**config.mk**
```make
export PLATFORM = sky130hd
export DESIGN_NAME = daily_window_scheduler_top_flat
export DESIGN_NICKNAME = d
export VERILOG_FILES = /design/src/sv/dws_pkg.sv /design/src/sv/dws_if.sv /design/src/sv/dws_window.sv /design/src/sv/daily_window_scheduler_top.sv /design/src/flat_wrapper.sv
export SDC_FILE = /design/constraint.sdc
export NUM_CORES = 1
export LEC_CHECK = 0
export ABC_AREA = 1
export BUFFER_PORTS_ARGS = -buffer_cell sky130_fd_sc_hd__buf_2
export CAP_MARGIN = 25
export CORE_MARGIN = 8
export CORE_UTILIZATION = 50
export DETAILED_ROUTE_END_ITERATION = 8
export GPL_TIMING_DRIVEN = 0
export MAX_ROUTING_LAYER = met4
export PLACE_DENSITY = 0.65
export SLEW_MARGIN = 20
export SYNTH_ARGS = -nofsm -noshare
export SYNTH_HDL_FRONTEND = slang
export SYNTH_SLANG_ARGS = --single-unit
```
**constraint.sdc**
```tcl
create_clock -name i_clk -period 19.15 [get_ports i_clk]
set_clock_uncertainty 0.1 [all_clocks]
set_input_delay 0.9575 -clock i_clk [delete_from_list [all_inputs] [get_ports i_clk]]
set_output_delay 0.9575 -clock i_clk [all_outputs]
set_load 0.01 [all_outputs]
```
**src/sv/dws_pkg.sv**
```systemverilog
// Package with widths, time constants and register indexes of the daily window scheduler.
`default_nettype none

package dws_pkg;

    // Field widths
    localparam int HourW   = 5;
    localparam int MinW    = 6;
    localparam int SecW    = 6;
    localparam int DayW    = 5;
    localparam int MinDayW = 11;
    localparam int AddrW   = 5;
    localparam int DataW   = 32;

    // Time constants
    localparam int MinPerDay  = 1440;
    localparam int MinPerHour = 60;
    localparam int HourPerDay = 24;
    localparam int PurgeHour  = 12;

    typedef logic [HourW-1:0]   t_hour;
    typedef logic [MinW-1:0]    t_minute;
    typedef logic [SecW-1:0]    t_second;
    typedef logic [DayW-1:0]    t_day;
    typedef logic [MinDayW-1:0] t_min_of_day;

    // Register indexes, one word apart on the configuration port
    typedef enum logic [2:0] {
        REG_FILTER1_START  = 3'd0,
        REG_FILTER1_LENGTH = 3'd1,
        REG_FILTER2_START  = 3'd2,
        REG_FILTER2_LENGTH = 3'd3,
        REG_ECO_START_HOUR = 3'd4,
        REG_ECO_STOP_HOUR  = 3'd5,
        REG_ENABLE_MASK    = 3'd6,
        REG_PURGE_TICKS    = 3'd7
    } t_reg_idx;

endpackage

`default_nettype wire

```
**src/sv/dws_if.sv**
```systemverilog
// Stream interfaces for the input ticks and the result items of the scheduler.
`default_nettype none

interface dws_in_if import dws_pkg::*; ();
    logic  valid;
    logic  ready;
    logic  time_valid;
    t_hour   clock_hour;
    t_minute clock_minute;
    t_second clock_second;
    t_day    day_of_month;

    modport source (output valid, time_valid, clock_hour, clock_minute, clock_second,
                    day_of_month, input ready);
    modport sink (input valid, time_valid, clock_hour, clock_minute, clock_second,
                  day_of_month, output ready);
endinterface

interface dws_out_if import dws_pkg::*; ();
    logic    valid;
    logic    ready;
    logic    filter_on;
    logic    heat_allowed;
    logic    purge_on;
    logic    synced;
    t_hour   held_hour;
    t_minute held_minute;
    t_second held_second;

    modport source (output valid, filter_on, heat_allowed, purge_on, synced, held_hour,
                    held_minute, held_second, input ready);
    modport sink (input valid, filter_on, heat_allowed, purge_on, synced, held_hour,
                  held_minute, held_second, output ready);
endinterface

`default_nettype wire

```
**src/sv/dws_window.sv**
```systemverilog
// Time-of-day window test with length saturation and wrap past midnight.
`default_nettype none

module dws_window import dws_pkg::*; (
    input  t_min_of_day i_start,
    input  t_min_of_day i_length,
    input  t_min_of_day i_now,
    output logic        o_hit
);

    localparam logic [MinDayW:0] DayMin  = (MinDayW+1)'(MinPerDay);
    localparam logic [MinDayW:0] TwoDays = (MinDayW+1)'(2 * MinPerDay);

    logic [MinDayW:0] w_len_sat;
    logic [MinDayW:0] w_stop;
    logic [MinDayW:0] w_wrap;
    logic [MinDayW:0] w_now;
    logic [MinDayW:0] w_start;

    // Clamp length to one day, then find the end point
    always_comb begin
        w_now     = {1'b0, i_now};
        w_start   = {1'b0, i_start};
        w_len_sat = ({1'b0, i_length} > DayMin) ? DayMin : {1'b0, i_length};
        w_stop    = w_start + w_len_sat;
        // End point folded back into the day (below three days, two subtracts suffice)
        w_wrap    = (w_stop >= TwoDays) ? (w_stop - TwoDays) : (w_stop - DayMin);
        if (w_stop <= DayMin) begin
            o_hit = (w_now >= w_start) && (w_now < w_stop);
        end else begin
            o_hit = (w_now >= w_start) || (w_now < w_wrap);
        end
    end

endmodule

`default_nettype wire

```
**src/sv/daily_window_scheduler_top.sv**
```systemverilog
// Top level of the daily window scheduler: config registers, tick pipeline and result register.
`default_nettype none

// Takes one clock tick item per cycle unless the result side stalls, and returns one result
// per item once the output side is free: the tick is captured in an input
// register, then a single pass of logic updates the held time and purge timer,
// evaluates both filter windows and the economy window, and loads the result
// register. Sustained rate is one item per cycle, set by that single-pass stage;
// a stall on the result side holds the input register while one item still waits.
// Registers sit at byte address 4*index on the APB-style port; write them only idle.

module daily_window_scheduler_top import dws_pkg::*; (
    input  logic             i_clk,
    input  logic             i_rst_n,
    dws_in_if.sink           i_in,
    dws_out_if.source        o_out,
    input  logic             psel,
    input  logic             penable,
    input  logic             pwrite,
    input  logic [AddrW-1:0] paddr,
    input  logic [DataW-1:0] pwdata,
    output logic [DataW-1:0] prdata,
    output logic             pready
);

    localparam logic [7:0] ElapsedMax = 8'hFF;

    // Configuration registers
    t_min_of_day r_f1_start, r_f1_length, r_f2_start, r_f2_length;
    t_hour       r_eco_start, r_eco_stop;
    logic [2:0]  r_enable;
    logic [7:0]  r_purge_ticks;

    t_reg_idx    w_idx;
    logic        w_cfg_wr;

    assign pready   = 1'b1;
    assign w_idx    = t_reg_idx'(paddr[AddrW-1:2]);
    assign w_cfg_wr = psel && penable && pwrite;

    // Write a register on the access cycle
    always_ff @(posedge i_clk) begin
        if (!i_rst_n) begin
            r_f1_start    <= '0;
            r_f1_length   <= '0;
            r_f2_start    <= '0;
            r_f2_length   <= '0;
            r_eco_start   <= '0;
            r_eco_stop    <= '0;
            r_enable      <= '0;
            r_purge_ticks <= 8'd30;
        end else if (w_cfg_wr) begin
            case (w_idx)
                REG_FILTER1_START:  r_f1_start    <= pwdata[MinDayW-1:0];
                REG_FILTER1_LENGTH: r_f1_length   <= pwdata[MinDayW-1:0];
                REG_FILTER2_START:  r_f2_start    <= pwdata[MinDayW-1:0];
                REG_FILTER2_LENGTH: r_f2_length   <= pwdata[MinDayW-1:0];
                REG_ECO_START_HOUR: r_eco_start   <= pwdata[HourW-1:0];
                REG_ECO_STOP_HOUR:  r_eco_stop    <= pwdata[HourW-1:0];
                REG_ENABLE_MASK:    r_enable      <= pwdata[2:0];
                REG_PURGE_TICKS:    r_purge_ticks <= pwdata[7:0];
                default: ;
            endcase
        end
    end

    // Read back the addressed register
    always_comb begin
        case (w_idx)
            REG_FILTER1_START:  prdata = DataW'(r_f1_start);
            REG_FILTER1_LENGTH: prdata = DataW'(r_f1_length);
            REG_FILTER2_START:  prdata = DataW'(r_f2_start);
            REG_FILTER2_LENGTH: prdata = DataW'(r_f2_length);
            REG_ECO_START_HOUR: prdata = DataW'(r_eco_start);
            REG_ECO_STOP_HOUR:  prdata = DataW'(r_eco_stop);
            REG_ENABLE_MASK:    prdata = DataW'(r_enable);
            REG_PURGE_TICKS:    prdata = DataW'(r_purge_ticks);
            default:            prdata = '0;
        endcase
    end

    // Pipeline flow control
    logic    r_s1_valid;
    logic    r_s1_tv;
    t_hour   r_s1_hour;
    t_minute r_s1_minute;
    t_second r_s1_second;
    t_day    r_s1_day;
    logic    r_out_valid;
    logic    w_adv;
    logic    w_take;

    assign w_adv      = !r_out_valid || o_out.ready;
    assign w_take     = r_s1_valid && w_adv;
    assign i_in.ready = !r_s1_valid || w_adv;

    // Capture the tick on transfer
    always_ff @(posedge i_clk) begin
        if (!i_rst_n) begin
            r_s1_valid <= 1'b0;
        end else if (i_in.ready) begin
            r_s1_valid <= i_in.valid;
        end
    end

    always_ff @(posedge i_clk) begin
        if (i_in.valid && i_in.ready) begin
            r_s1_tv     <= i_in.time_valid;
            r_s1_hour   <= i_in.clock_hour;
            r_s1_minute <= i_in.clock_minute;
            r_s1_second <= i_in.clock_second;
            r_s1_day    <= i_in.day_of_month;
        end
    end

    // Scheduler state
    logic       r_sync;
    t_hour      r_hour;
    t_minute    r_minute;
    t_second    r_second;
    logic       r_purge;
    logic [7:0] r_elapsed;
    logic [7:0] r_last_day;

    logic        n_sync;
    t_hour       n_hour;
    t_minute     n_minute;
    t_second     n_second;
    logic        n_purge;
    logic [7:0]  n_elapsed;
    logic [7:0]  n_last_day;
    logic        w_start;
    t_min_of_day w_now;

    // Hold or load the time, run the purge timer
    always_comb begin
        n_sync     = r_sync | r_s1_tv;
        n_hour     = r_s1_tv ? r_s1_hour   : r_hour;
        n_minute   = r_s1_tv ? r_s1_minute : r_minute;
        n_second   = r_s1_tv ? r_s1_second : r_second;
        w_start    = r_s1_tv && (r_s1_hour == HourW'(PurgeHour)) && (r_s1_minute == '0)
                     && ({3'b000, r_s1_day} != r_last_day) && !r_purge;
        n_purge    = r_purge | w_start;
        n_elapsed  = w_start ? 8'd0 : r_elapsed;
        n_last_day = w_start ? {3'b000, r_s1_day} : r_last_day;
        if (n_purge) begin
            if (!w_start && (r_elapsed < ElapsedMax)) begin
                n_elapsed = r_elapsed + 8'd1;
            end
            if (n_elapsed >= r_purge_ticks) begin
                n_purge = 1'b0;
            end
        end
        w_now = MinDayW'(n_hour * MinDayW'(MinPerHour)) + MinDayW'(n_minute);
    end

    // Economy window bounds in minutes
    t_min_of_day w_eco_start_min;
    t_min_of_day w_eco_len;
    logic [5:0]  w_eco_span;

    always_comb begin
        w_eco_start_min = MinDayW'(r_eco_start * MinDayW'(MinPerHour));
        if (r_eco_stop >= r_eco_start) begin
            w_eco_span = 6'(r_eco_stop - r_eco_start);
        end else if ((6'(HourPerDay) + 6'(r_eco_stop)) >= 6'(r_eco_start)) begin
            w_eco_span = 6'(HourPerDay) + 6'(r_eco_stop) - 6'(r_eco_start);
        end else begin
            w_eco_span = '0;
        end
        w_eco_len = MinDayW'(w_eco_span * 12'(MinPerHour));
    end

    logic w_f1_hit, w_f2_hit, w_eco_hit;
    logic w_filter, w_heat;

    dws_window u_win_f1 (
        .i_start  (r_f1_start),
        .i_length (r_f1_length),
        .i_now    (w_now),
        .o_hit    (w_f1_hit)
    );

    dws_window u_win_f2 (
        .i_start  (r_f2_start),
        .i_length (r_f2_length),
        .i_now    (w_now),
        .o_hit    (w_f2_hit)
    );

    dws_window u_win_eco (
        .i_start  (w_eco_start_min),
        .i_length (w_eco_len),
        .i_now    (w_now),
        .o_hit    (w_eco_hit)
    );

    // Combine window hits under the enables
    assign w_filter = (r_enable[0] && w_f1_hit) || (r_enable[1] && w_f2_hit);
    assign w_heat   = r_enable[2] ? (w_eco_hit || w_filter) : 1'b1;

    // Advance the state once per tick
    always_ff @(posedge i_clk) begin
        if (!i_rst_n) begin
            r_sync     <= 1'b0;
            r_hour     <= HourW'(PurgeHour);
            r_minute   <= '0;
            r_second   <= '0;
            r_purge    <= 1'b0;
            r_elapsed  <= '0;
            r_last_day <= 8'hFF;
        end else if (w_take) begin
            r_sync     <= n_sync;
            r_hour     <= n_hour;
            r_minute   <= n_minute;
            r_second   <= n_second;
            r_purge    <= n_purge;
            r_elapsed  <= n_elapsed;
            r_last_day <= n_last_day;
        end
    end

    // Result register
    logic    r_o_filter, r_o_heat, r_o_purge, r_o_sync;
    t_hour   r_o_hour;
    t_minute r_o_minute;
    t_second r_o_second;

    always_ff @(posedge i_clk) begin
        if (!i_rst_n) begin
            r_out_valid <= 1'b0;
        end else if (w_adv) begin
            r_out_valid <= r_s1_valid;
        end
    end

    always_ff @(posedge i_clk) begin
        if (w_take) begin
            r_o_filter <= w_filter;
            r_o_heat   <= w_heat;
            r_o_purge  <= n_purge;
            r_o_sync   <= n_sync;
            r_o_hour   <= n_hour;
            r_o_minute <= n_minute;
            r_o_second <= n_second;
        end
    end

    assign o_out.valid        = r_out_valid;
    assign o_out.filter_on    = r_o_filter;
    assign o_out.heat_allowed = r_o_heat;
    assign o_out.purge_on     = r_o_purge;
    assign o_out.synced       = r_o_sync;
    assign o_out.held_hour    = r_o_hour;
    assign o_out.held_minute  = r_o_minute;
    assign o_out.held_second  = r_o_second;

endmodule

`default_nettype wire
```
**src/flat_wrapper.sv**
```systemverilog
// flat-port wrapper written by rule: the top's interface ports become plain ports
module daily_window_scheduler_top_flat import dws_pkg::*;
  (i_clk, i_rst_n, psel, penable, pwrite, paddr, pwdata, prdata, pready, i_in_valid, i_in_time_valid, i_in_clock_hour, i_in_clock_minute, i_in_clock_second, i_in_day_of_month, i_in_ready, o_out_valid, o_out_filter_on, o_out_heat_allowed, o_out_purge_on, o_out_synced, o_out_held_hour, o_out_held_minute, o_out_held_second, o_out_ready);
  dws_in_if i_in_i ();
  dws_out_if o_out_i ();
  input  logic i_clk;
  input  logic i_rst_n;
  input  logic psel;
  input  logic penable;
  input  logic pwrite;
  input  logic [AddrW-1:0] paddr;
  input  logic [DataW-1:0] pwdata;
  output logic [DataW-1:0] prdata;
  output logic pready;
  input wire logic [$bits(i_in_i.valid)-1:0] i_in_valid;
  input wire logic [$bits(i_in_i.time_valid)-1:0] i_in_time_valid;
  input wire logic [$bits(i_in_i.clock_hour)-1:0] i_in_clock_hour;
  input wire logic [$bits(i_in_i.clock_minute)-1:0] i_in_clock_minute;
  input wire logic [$bits(i_in_i.clock_second)-1:0] i_in_clock_second;
  input wire logic [$bits(i_in_i.day_of_month)-1:0] i_in_day_of_month;
  output wire logic [$bits(i_in_i.ready)-1:0] i_in_ready;
  output wire logic [$bits(o_out_i.valid)-1:0] o_out_valid;
  output wire logic [$bits(o_out_i.filter_on)-1:0] o_out_filter_on;
  output wire logic [$bits(o_out_i.heat_allowed)-1:0] o_out_heat_allowed;
  output wire logic [$bits(o_out_i.purge_on)-1:0] o_out_purge_on;
  output wire logic [$bits(o_out_i.synced)-1:0] o_out_synced;
  output wire logic [$bits(o_out_i.held_hour)-1:0] o_out_held_hour;
  output wire logic [$bits(o_out_i.held_minute)-1:0] o_out_held_minute;
  output wire logic [$bits(o_out_i.held_second)-1:0] o_out_held_second;
  input wire logic [$bits(o_out_i.ready)-1:0] o_out_ready;
  assign i_in_i.valid = i_in_valid;
  assign i_in_i.time_valid = i_in_time_valid;
  assign i_in_i.clock_hour = i_in_clock_hour;
  assign i_in_i.clock_minute = i_in_clock_minute;
  assign i_in_i.clock_second = i_in_clock_second;
  assign i_in_i.day_of_month = i_in_day_of_month;
  assign i_in_ready = i_in_i.ready;
  assign o_out_valid = o_out_i.valid;
  assign o_out_filter_on = o_out_i.filter_on;
  assign o_out_heat_allowed = o_out_i.heat_allowed;
  assign o_out_purge_on = o_out_i.purge_on;
  assign o_out_synced = o_out_i.synced;
  assign o_out_held_hour = o_out_i.held_hour;
  assign o_out_held_minute = o_out_i.held_minute;
  assign o_out_held_second = o_out_i.held_second;
  assign o_out_i.ready = o_out_ready;
  daily_window_scheduler_top u_core (.i_clk(i_clk), .i_rst_n(i_rst_n), .i_in(i_in_i), .o_out(o_out_i), .psel(psel), .penable(penable), .pwrite(pwrite), .paddr(paddr), .pwdata(pwdata), .prdata(prdata), .pready(pready));
endmodule
```
# After elaboration in Yosys (flattened, before gate mapping)
# Cells that the tools add are included.
dict set report totals {
  romBits 0
  output_inout_bits 56
  reg_bits 146
  input_bits 67
  mem_count 0
  latch_bits 0
  ram_bits 0
}
dict set report op_classes {
  n_addsub 14
  eq_ne 9
  bitwise 2
  order_cmp 22
  reduce_logical 36
  n_shift 0
  n_div 0
  mux 21
  multipliers 3
}
# operator count
set op_table {}
lappend op_table {{one-hot mux 32 bit (8 select lines)} 1}
lappend op_table {{< comparator 11 x 12 -> 1 bit} 6}
lappend op_table {{adder 11 x 11 -> 12 bit} 3}
lappend op_table {{>= comparator 12 bit, second input constant} 3}
lappend op_table {{less-or-equal comparator 12 x 11 -> 1 bit, second input constant} 3}
lappend op_table {{two-way mux 12 bit} 3}
lappend op_table {{subtractor 12 x 11 -> 12 bit, second input constant} 3}
lappend op_table {{subtractor 12 bit, second input constant} 3}
lappend op_table {{>= comparator 11 bit} 3}
lappend op_table {{greater-than comparator 11 bit, second input constant} 3}
lappend op_table {{two-way mux 11 bit} 3}
lappend op_table {{two-way mux 8 bit} 4}
lappend op_table {{two-way mux 6 bit} 4}
lappend op_table {{multiplier 5 x 4 -> 9 bit, second input constant} 2}
lappend op_table {{AND reduction 2 bit} 9}
lappend op_table {{logical AND 1 bit} 14}
lappend op_table {{== test 3 bit, second input constant} 4}
lappend op_table {{adder 11 x 6 -> 11 bit} 1}
lappend op_table {{multiplier 6 x 4 -> 9 bit, second input constant} 1}
lappend op_table {{adder 8 x 1 -> 8 bit, second input constant} 1}
lappend op_table {{>= comparator 8 bit} 1}
lappend op_table {{< comparator 8 bit, second input constant} 1}
lappend op_table {{!= test 5 x 8 -> 1 bit} 1}
lappend op_table {{logical OR 1 bit} 7}
lappend op_table {{other kinds (14)} 23}

# Longest topological paths before layout
# Gate-level depths: netlist of run 1.
dict set report depth {
  ltp_word 14
  mapped_depth 59
  mapped_depth_nobuf 59
}

# Hierarchy
# A second synthesis of run 1 with hierarchy kept.
dict set report hier_totals {
  hier_cells 1970
  area_unflattened_um2 13909.6
}
# module cells_per_inst instances seq_area_each_um2 area_each_um2
set modules_own_cells {}
lappend modules_own_cells {daily_window_scheduler_top 1016 1 3323.2 8186.6}
lappend modules_own_cells {{dws_window (u_core.u_win_eco ...)} 318 2 0.0 1940.6}
lappend modules_own_cells {{dws_window (u_core.u_win_f2)} 318 1 0.0 1841.8}

# Worst setup path after synthesis of run 1
# OpenSTA, ideal clock, no wires.
dict set report synth_path {
  kind {reg-to-reg}
  startpoint {register u_core.r_eco_start[0]}
  endpoint {register u_core.r_o_heat, in the netlist u_core.o_out.heat_allowed, data pin}
  setup_ns 0.256
  arrival_ns 7.733
  period_less_slack_ns 8.090
  stages_incl_launch_ff 55
  path_slack_ns 11.060
  required_ns 18.794
  path_cell_list {dfxtp_1 > ha_1 > inv_1 > fa_1 > nand2_1 > inv_1 > nor2_1 > nor2_1 > nor2_1 > o21ai_1 > nor2_1 > nand2_1 > nand2_1 > o21a_1 > inv_1 > fa_1 > fa_1 > inv_1 > [... 19 more ...] > nor2_1 > nand2_2 > nand2_1 > nand2_2 > o21ai_4 > inv_4 > nor2_1 > a31oi_1 > ha_1 > nand4_1 > o221ai_1 > nand3_1 > nand2_1 > a21oi_1 > nor2_1 > nand2_1 > a21oi_1 > nand2_1}
}
dict set report synth_via {
  elab_chain_cells 13
  elab_cells_between_ends 23
}
# item line_no
set synth_rtl {}
lappend synth_rtl {{from (decl)} daily_window_scheduler_top.sv:30} ;# t_hour r_eco_start, r_eco_stop;
lappend synth_rtl {{from (signal assigned)} daily_window_scheduler_top.sv:58} ;# REG_ECO_START_HOUR: r_eco_start <= pwdata[HourW-1:0];
lappend synth_rtl {{subtractor 6 x 5 -> 6 bit or >= comparator 6 x 5 -> 1 bit (tied branches)} {daily_window_scheduler_top.sv:167, daily_window_scheduler_top.sv:166}}
lappend synth_rtl {{two-way mux 6 bit} daily_window_scheduler_top.sv:166} ;# end else if ((6'(HourPerDay) + 6'(r_eco_stop)) >= 6'(r_eco_start)) begin
lappend synth_rtl {{two-way mux 6 bit} daily_window_scheduler_top.sv:164} ;# if (r_eco_stop >= r_eco_start) begin
lappend synth_rtl {{multiplier 6 x 4 -> 9 bit} daily_window_scheduler_top.sv:171} ;# w_eco_len = MinDayW'(w_eco_span * 12'(MinPerHour));
lappend synth_rtl {{greater-than comparator 11 bit} dws_window.sv:24} ;# w_len_sat = ({1'b0, i_length} > DayMin) ? DayMin : {1'b0, i_length};
lappend synth_rtl {{two-way mux 11 bit} dws_window.sv:24}
lappend synth_rtl {{adder 11 x 11 -> 12 bit} dws_window.sv:25} ;# w_stop = w_start + w_len_sat;
lappend synth_rtl {{subtractor 12 x 11 -> 12 bit, or another cell as far along} dws_window.sv:27} ;# w_wrap = (w_stop >= TwoDays) ? (w_stop - TwoDays) : (w_stop - DayMin);
lappend synth_rtl {{two-way mux 12 bit} dws_window.sv:27}
lappend synth_rtl {{< comparator 11 x 12 -> 1 bit} dws_window.sv:31} ;# o_hit = (w_now >= w_start) || (w_now < w_wrap);
lappend synth_rtl {{logical OR 1 bit} dws_window.sv:31}
lappend synth_rtl {{two-way mux 1 bit (*)} dws_window.sv:28} ;# if (w_stop <= DayMin) begin
lappend synth_rtl {{logical OR 1 bit (*)} daily_window_scheduler_top.sv:200} ;# assign w_heat = r_enable[2] ? (w_eco_hit || w_filter) : 1'b1;
lappend synth_rtl {{to (signal assigned)} daily_window_scheduler_top.sv:240} ;# r_o_heat <= w_heat;
lappend synth_rtl {{to (decl)} daily_window_scheduler_top.sv:224} ;# logic r_o_filter, r_o_heat, r_o_purge, r_o_sync;
# Every way passes the cells marked *; elsewhere a longest branch is shown, timed or not.
# A chain may end at the register's enable or synchronous reset.

# Worst setup path after layout of run 1
# Same ends and word-level chain as after synthesis.

==> results of run 1 <==
==> registers in the layout (all words and copies together) (netlist names), 8 cells and up <==
name	flops
u_core.r_f1_length	11
u_core.r_f1_start	11
u_core.r_f2_length	11
u_core.r_f2_start	11
u_core.r_elapsed	8
u_core.r_purge_ticks	8
==> per-layer routing <==
layer,part of all wire [%],up-vias,track usage (%)
met5,0,-,-
met4,2.6,0,7.18
met3,4.6,59,3.05
met2,46,321,37.5
met1,47,5439,29.8
li1,-,6118,-
==> worst max-delay path by stage <==
| stage | startpoint | endpoint | slack, ns |
|---|---|---|---|
| after floorplan | u_core.r_eco_start[0]$_SDFFE_PN0P_ | u_core.o_out.heat_allowed$_SDFFCE_PN1P_ | 11.06 |
| after global placement | u_core.r_eco_start[0]$_SDFFE_PN0P_ | u_core.o_out.heat_allowed$_SDFFCE_PN1P_ | 9.92 |
| after detailed placement | u_core.r_eco_start[0]$_SDFFE_PN0P_ | u_core.o_out.heat_allowed$_SDFFCE_PN1P_ | 9.76 |
| after global routing | u_core.r_eco_start[0]$_SDFFE_PN0P_ | u_core.o_out.heat_allowed$_SDFFCE_PN1P_ | 8.96 |
| after CTS | u_core.r_eco_start[0]$_SDFFE_PN0P_ | u_core.o_out.heat_allowed$_SDFFCE_PN1P_ | 9.74 |
| final | u_core.r_eco_start[0]$_SDFFE_PN0P_ | u_core.o_out.heat_allowed$_SDFFCE_PN1P_ | 9.75 |
==> cell type report <==
type,instances,area (sq um)
fill,2562,11300
multi-input combinational,1320,8360
sequential,144,3320
inverter,302,1140
clock buffer,18,439
tap,335,419
timing repair buffer,78,393
buffer,49,267
clock inverter,14,116
antenna,1,2.50
==> worst register-to-register path: cells and delay by family, from the launching register on <==
| family | cells | cell delay (ns) |
|---|---|---|
| adders and majority gates | 9 | 3.18 |
| and+or+nand+nor | 23 | 2.25 |
| AOI/OAI and AO/OA | 11 | 1.60 |
| buffers and inverters | 9 | 0.86 |
| xor gates and xnor gates | 2 | 0.64 |
| DFF | 1 | 0.54 |
==> per-stage QoR <==
stage	setup WS (ns)	hold slack (ns)	utilization, %	instance area [sq um]
3_3_place_gp	9.92	0.334	53.8	13900
6_report	9.75	0.352	56.1	14500
2_1_floorplan	11.06	0.324	-	13100
5_1_grt	8.96	0.366	56.1	14500
3_5_place_dp	9.76	0.343	53.9	13900
4_1_cts	9.74	0.352	56.1	14500
==> power by group <==
part	total (mW)	internal (mW)	switching [mW]
clock	0.322	0.174	0.148
sequential	0.331	0.326	0.00537
combinational	0.696	0.260	0.435
total	1.35	0.760	0.589
==> layout by cell type, fill, tap and decap left out, types with 5 or more instances in the layout <==
cell type | netlist | final
o21ai_1 | 4 | 5
o211ai_1 | 13 | 13
o21bai_1 | 5 | 5
nor2_2 | 6 | 6
clkbuf_1 | 26 | 26
buf_4 | 22 | 23
xnor2_1 | 15 | 15
inv_6 | 0 | 6
ha_1 | 181 | 181
fa_1 | 27 | 27
o22ai_1 | 11 | 11
inv_1 | 288 | 288
inv_2 | 10 | 10
a21oi_1 | 161 | 161
nor3_1 | 11 | 11
nand4_1 | 31 | 31
nand2_2 | 24 | 24
xor2_2 | 1 | 5
nand3_2 | 8 | 8
nand3_1 | 74 | 74
nor2_1 | 137 | 137
nand2_1 | 355 | 355
a211oi_1 | 8 | 8
buf_2 | 0 | 77
dfxtp_1 | 100 | 100
nand2_4 | 7 | 7
or2_2 | 6 | 6
edfxtp_1 | 44 | 44
clkbuf_16 | 0 | 17
xor2_1 | 31 | 27
o21ai_0 | 129 | 128
conb_1 | 2 | 22
a22oi_1 | 5 | 5
==> kinds of logic (layout without fill, tap and decap cells) <==
logic type      after synthesis  after routing  synth area share, %
compound gates              365            365                 15.5
simple gates                678            678                 23.1
fa+ha+maj                   208            208                 21.6
buf+inv                     351            461                 10.8
xor+xnor                     47             47                 3.23
flops                       144            144                 25.6
other cells                   2             23               0.0579
==> impl_results.md, run 1 <==
* Detailed-placement wirelength estimate at 28,400 microns
* Post-synth EDFFs at 44
* CP Data Required Time at 19.23 ns
* Post-synth top cells: nand2_1 (355), inv_1 (288), ha_1 (181)
* Post-cts sizing count at 0
* Via/cell ratio at 5.28
* Clk slew on worst S/H paths at 0.07 ns
* Slowest cell on crit path: dfxtp_1
* Cell taking the most area after synthesis: ha_1
* Synth-to-Final Area Change at 11.4%
* Final Total Pwr at 1.35 mW
* Worst Tran Pin Value at 0.866 ns
* Syn Area/Cell at 7.23 sq um
* Non-filler cells, final at 2,261
* Largest net degree at the start of global routing at 30
* Seq/Total Area, Yosys at 25.6%
* Port Buffers at 77
* Final WL at 35,300 microns
* Yosys cell types at 55
* Worst Hold End: u_core.r_second[4]$_SDFFE_PN0P_
* Post-synthesis register bit count at 144
* R2R Path End: u_core.o_out.heat_allowed$_SDFFCE_PN1P_
* Fmax at 0.106 GHz
* Hold Path Class: reg -> reg
* Fin. max-slew vios at 0
* Startpoint types: flop
* Fraction of layout cells with a size suffix above 1 at 11.1%
* Initial DRC Count at 799
* Placeable core area at 25,800 sq um
* Most frequent CP cell: nand2_1
* Clock Latency Late Sink at 0.42 ns
* Initial core utilization at 50.4%
* P_leak at 7.13 nW
* CTS Root Cell: clkbuf_16
* CP Buf/Inv Count at 9
* Max-Cap Viols at 0
* CTS buffer count at 17
* R2R setup slack at 9.75 ns
* Total of warnings raised by yosys at 0
* Gp weighted congestion at 0.969
* Chip height at 177 microns
* CTS Sinks at 144
* Vias in the first global route at 11.3k
* Vias at 11.9k
* Critical path arrival at 9.47 ns
* Max Fanout on Critical Path at 8
* Syn Std Cell Area at 13,000 sq um
* Most frequent cell after synthesis: nand2_1
* Routed length per instance at 15.6 microns
* Crit end category: flop
* Reg2reg path depth at 54
* Synthesized instance count at 1,795
* RSZ-0062 raised after global routing: false
* Run status: completed
* NumNets Final at 2,187
* Die X-Extent at 177 microns
* Final setup vio count at 0
* Post-synth ARST share at 0%
* WHS Path Cells at 2
* Top post-synthesis cells by area: ha_1 (17%), dfxtp_1 (15%), nand2_1 (10%)
* Worst Hold Launch: u_core.r_second[4]$_SDFFE_PN0P_
* Largest delay share family, worst path: adder cells
* Total global-route track usage at 23.2%
* Post-CTS setup buffers at 0
* CTS Hold Bufs at 0
* Synth Flop Type: dfxtp_1
* Setup TNS Final at 0 ns
* Max H-tree Level at 4
* DRT Pass-1 Iters at 5
* Die area at 31,400 sq um
* Cell Rows at 59
* Initial antenna violation count at 0
* Slew HR at 42.2%
* Tcrit/Tclk final at 49.1%
* Final hold vios at 0
* Global route total overflow at 0
* Top cell type's share of synthesized area at 17.4%
* TritonCTS clock tree: yes
* Clock Path Buffers at 2
* Cell total after placement at 2,228
* WP depth at 54
* PD cells at 93.3 nW/um^2
* CP peak stage delay at 0.54 ns
* I/O pins at 123
* Worst vdd ir at 58.6 uV
* R2r startpoint: u_core.r_eco_start[0]$_SDFFE_PN0P_
* Setup Crit Path Kind: reg -> reg
* First-pass GRT wire length at 57,100 microns
* # DRC at 0
* Antenna-violating nets left at 0
* Final period demand of the worst path at 9.40 ns
Note: power is estimated with default switching activity, not from simulation.
==> run 2: changes to the inputs <==
ABC_AREA = 0   (was 1)
clock period = 9.5 ns   (was 19.15 ns; I/O delays follow)
==> impl_results.md, run 2 <==
* DRT Pass-1 Iters at 6 (+1)
* WHS Path Cells at 1 (-1)
* R2R Path End: u_core.o_out.heat_allowed$_SDFFCE_PN1P_
* Cell taking the most area after synthesis: ha_1
* Antenna-violating nets left at 0 (unchanged)
* Post-synth top cells: ha_1 (181), inv_1 (125), dfxtp_1 (100)
* I/O pins at 123 (unchanged)
* Startpoint types: flop
* R2R setup slack at 0.44 ns (-9.31 ns)
* Fraction of layout cells with a size suffix above 1 at 15.2% (+4.1 points)
* Initial antenna violation count at 2 (+2)
* Top cell type's share of synthesized area at 17.6% (+0.14 points)
* Worst vdd ir at 123 uV (+110%)
* Chip height at 176 microns (-0.37%)
* Final WL at 34,100 microns (-3.6%)
* Final period demand of the worst path at 9.06 ns (-0.337 ns)
* Post-synth ARST share at 0% (unchanged)
* Fmax at 0.110 GHz (+3.7%)
* Fin. max-slew vios at 0 (unchanged)
* Slowest cell on crit path: fa_1
* Largest net degree at the start of global routing at 30 (unchanged)
* Seq/Total Area, Yosys at 25.8% (+0.21 points)
* Die area at 31,100 sq um (-0.74%)
* Setup Crit Path Kind: reg -> reg
* Final setup vio count at 0 (unchanged)
* Total global-route track usage at 22.4% (-0.84 points)
* Initial core utilization at 51.0% (+0.60 points)
* NumNets Final at 1,810 (-17%)
* Routed length per instance at 18.1 microns (+16%)
* Synth-to-Final Area Change at 14.6%
* Clock Latency Late Sink at 0.44 ns (+0.02 ns)
* Via/cell ratio at 5.53 (+4.8%)
* Most frequent cell after synthesis: ha_1
* Synthesized instance count at 1,402 (-22%)
* Initial DRC Count at 694 (-13%)
* Worst Tran Pin Value at 1.00 ns (+0.135 ns)
* Post-synthesis register bit count at 144 (unchanged)
* Total of warnings raised by yosys at 0 (unchanged)
* Max-Cap Viols at 0 (unchanged)
* CTS Root Cell: clkbuf_16
* Global route total overflow at 0 (unchanged)
* Detailed-placement wirelength estimate at 26,700 microns (-6.0%)
* CP Data Required Time at 9.56 ns (-9.67 ns)
* CTS Hold Bufs at 0 (unchanged)
* Slew HR at 31.3% (-11 points)
* Run status: completed
* TritonCTS clock tree: yes
* P_leak at 6.52 nW (-8.6%)
* Fin Hold WS at 0.105 ns (-0.247 ns)
* Gp weighted congestion at 0.913 (-5.8%)
* R2r startpoint: u_core.r_eco_stop[0]$_SDFFE_PN0P_
* Die X-Extent at 176 microns (-0.37%)
* Worst Hold End: u_core.r_s1_day[2]$_DFFE_PP_
* Cell Rows at 58 (-1.7%)
* Final hold vios at 0 (unchanged)
* Crit end category: flop
* Commonest non-fill, non-tap cell in the layout: ha_1
* Clock Path Buffers at 2 (unchanged)
* Post-synth EDFFs at 44 (unchanged)
* Hold Path Class: in -> reg
* Clk slew on worst S/H paths at 0.08 ns (about the same)
* Setup TNS Final at 0 ns (unchanged)
* Non-filler cells, final at 1,881 (-17%)
* Cell total after placement at 1,830 (-18%)
* First-pass GRT wire length at 54,000 microns (-5.4%)
* Most frequent CP cell: inv_1
* PD cells at 168 nW/um^2 (+80%)
* CP Launch Point: u_core.r_eco_stop[0]$_SDFFE_PN0P_
* CTS Sinks at 144 (unchanged)
* Max H-tree Level at 4 (unchanged)
* Placeable core area at 25,300 sq um (-2.0%)
* Top post-synthesis cells by area: ha_1 (18%), dfxtp_1 (16%), edfxtp_1 (10%)
* CP peak stage delay at 0.55 ns (about the same)
* Tcrit/Tclk final at 95.4% (+46 points)
* Reg2reg path depth at 40 (-26%)
* Vias at 10.4k (-13%)
* Synth Flop Type: dfxtp_1
* Worst Hold Launch: i_in_day_of_month[2]
* Yosys cell types at 83 (+51%)
* Most frequent cells in the layout: ha_1 (177), inv_1 (124), mux2i_1 (97), dfxtp_1 (96), nand2_1 (83)
* Max Fanout on Critical Path at 7 (-1)
* Port Buffers at 71 (-7.8%)
* Vias in the first global route at 10.3k (-8.5%)
* Syn Std Cell Area at 12,900 sq um (-0.81%)
* Syn Area/Cell at 9.18 sq um (+27%)
* CTS buffer count at 17 (unchanged)
* Critical path arrival at 9.12 ns (-0.35 ns)
* # DRC at 0 (unchanged)
==> run 2: stage by stage <==
stage / setup WS, ns / util [%] / area, sq um / power, mW
floorplan: 0.523 / - / 12900 / 1.38
CTS: 0.00173 / 57.5 / 14500 / 2.46
global route: -0.0761 / 58.4 / 14800 / 2.65
finish: 0.439 / 58.4 / 14800 / 2.48
global placement: -0.909 / 54.3 / 13700 / 1.66
detailed placement: -1.01 / 54.9 / 13900 / 1.76
==> run 2: cells by family after synthesis <==
kind of cell	synth area share (%)
buffers and inverters	6.45
adder cells (fa/ha/maj)	21.8
other	0.0583
multiplexers	10.4
XOR/XNOR	5.04
flip-flops	25.8
AO/OA/AOI/OAI	15.9
AND/OR/NAND/NOR	14.6
==> run 2: cell type report <==
type	count	area [sq um]
flip-flops and latches	144	3330
diodes	3	7.51
fillers	2235	10500
clock buffers	17	425
plain buffers	64	340
multi-input cells	1083	8990
clock inverters	15	190
inverters	130	488
well taps	330	413
repair buffers	95	571
==> run 2: worst max-delay path by stage <==
stage / cells past startpoint / endpoint
floorplan: 39 / u_core.o_out.heat_allowed$_SDFFCE_PN1P_
global placement: 39 / u_core.o_out.heat_allowed$_SDFFCE_PN1P_
detailed placement: 39 / u_core.o_out.heat_allowed$_SDFFCE_PN1P_
CTS: 43 / u_core.o_out.heat_allowed$_SDFFCE_PN1P_
global route: 42 / u_core.o_out.heat_allowed$_SDFFCE_PN1P_
finish: 40 / u_core.o_out.heat_allowed$_SDFFCE_PN1P_
==> run 2: routing by layer <==
| metal | GRT usage [%] | part of all wire (%) |
|---|---|---|
| met4 | 5.99 | 1.7 |
| met3 | 3.46 | 5.4 |
| met2 | 36.9 | 47 |
| met5 | - | 0 |
| met1 | 28.2 | 46 |
==> run 2: worst max-delay path, delay by kind of cell, from the launching register on <==
family	cells	cell delay [ns]
fa+ha+maj	8	2.69
buf+inv	4	0.29
simple gates	9	1.73
compound gates	16	2.92
flops	1	0.36
xor+xnor	3	0.72
==> run 2: repair_timing <==
item | CTS | global route
gates resized for setup | 13 | 26
pin swaps | 3 | 13
setup endpoints to repair | 1 | 1
hold endpoints to repair | 0 | 0
setup buffers | 3 | 13
==> run 2: power by group <==
group	internal, mW	switching [mW]
sequential	0.651	0.00907
clock	0.359	0.333
combinational	0.473	0.650
total	1.48	0.992
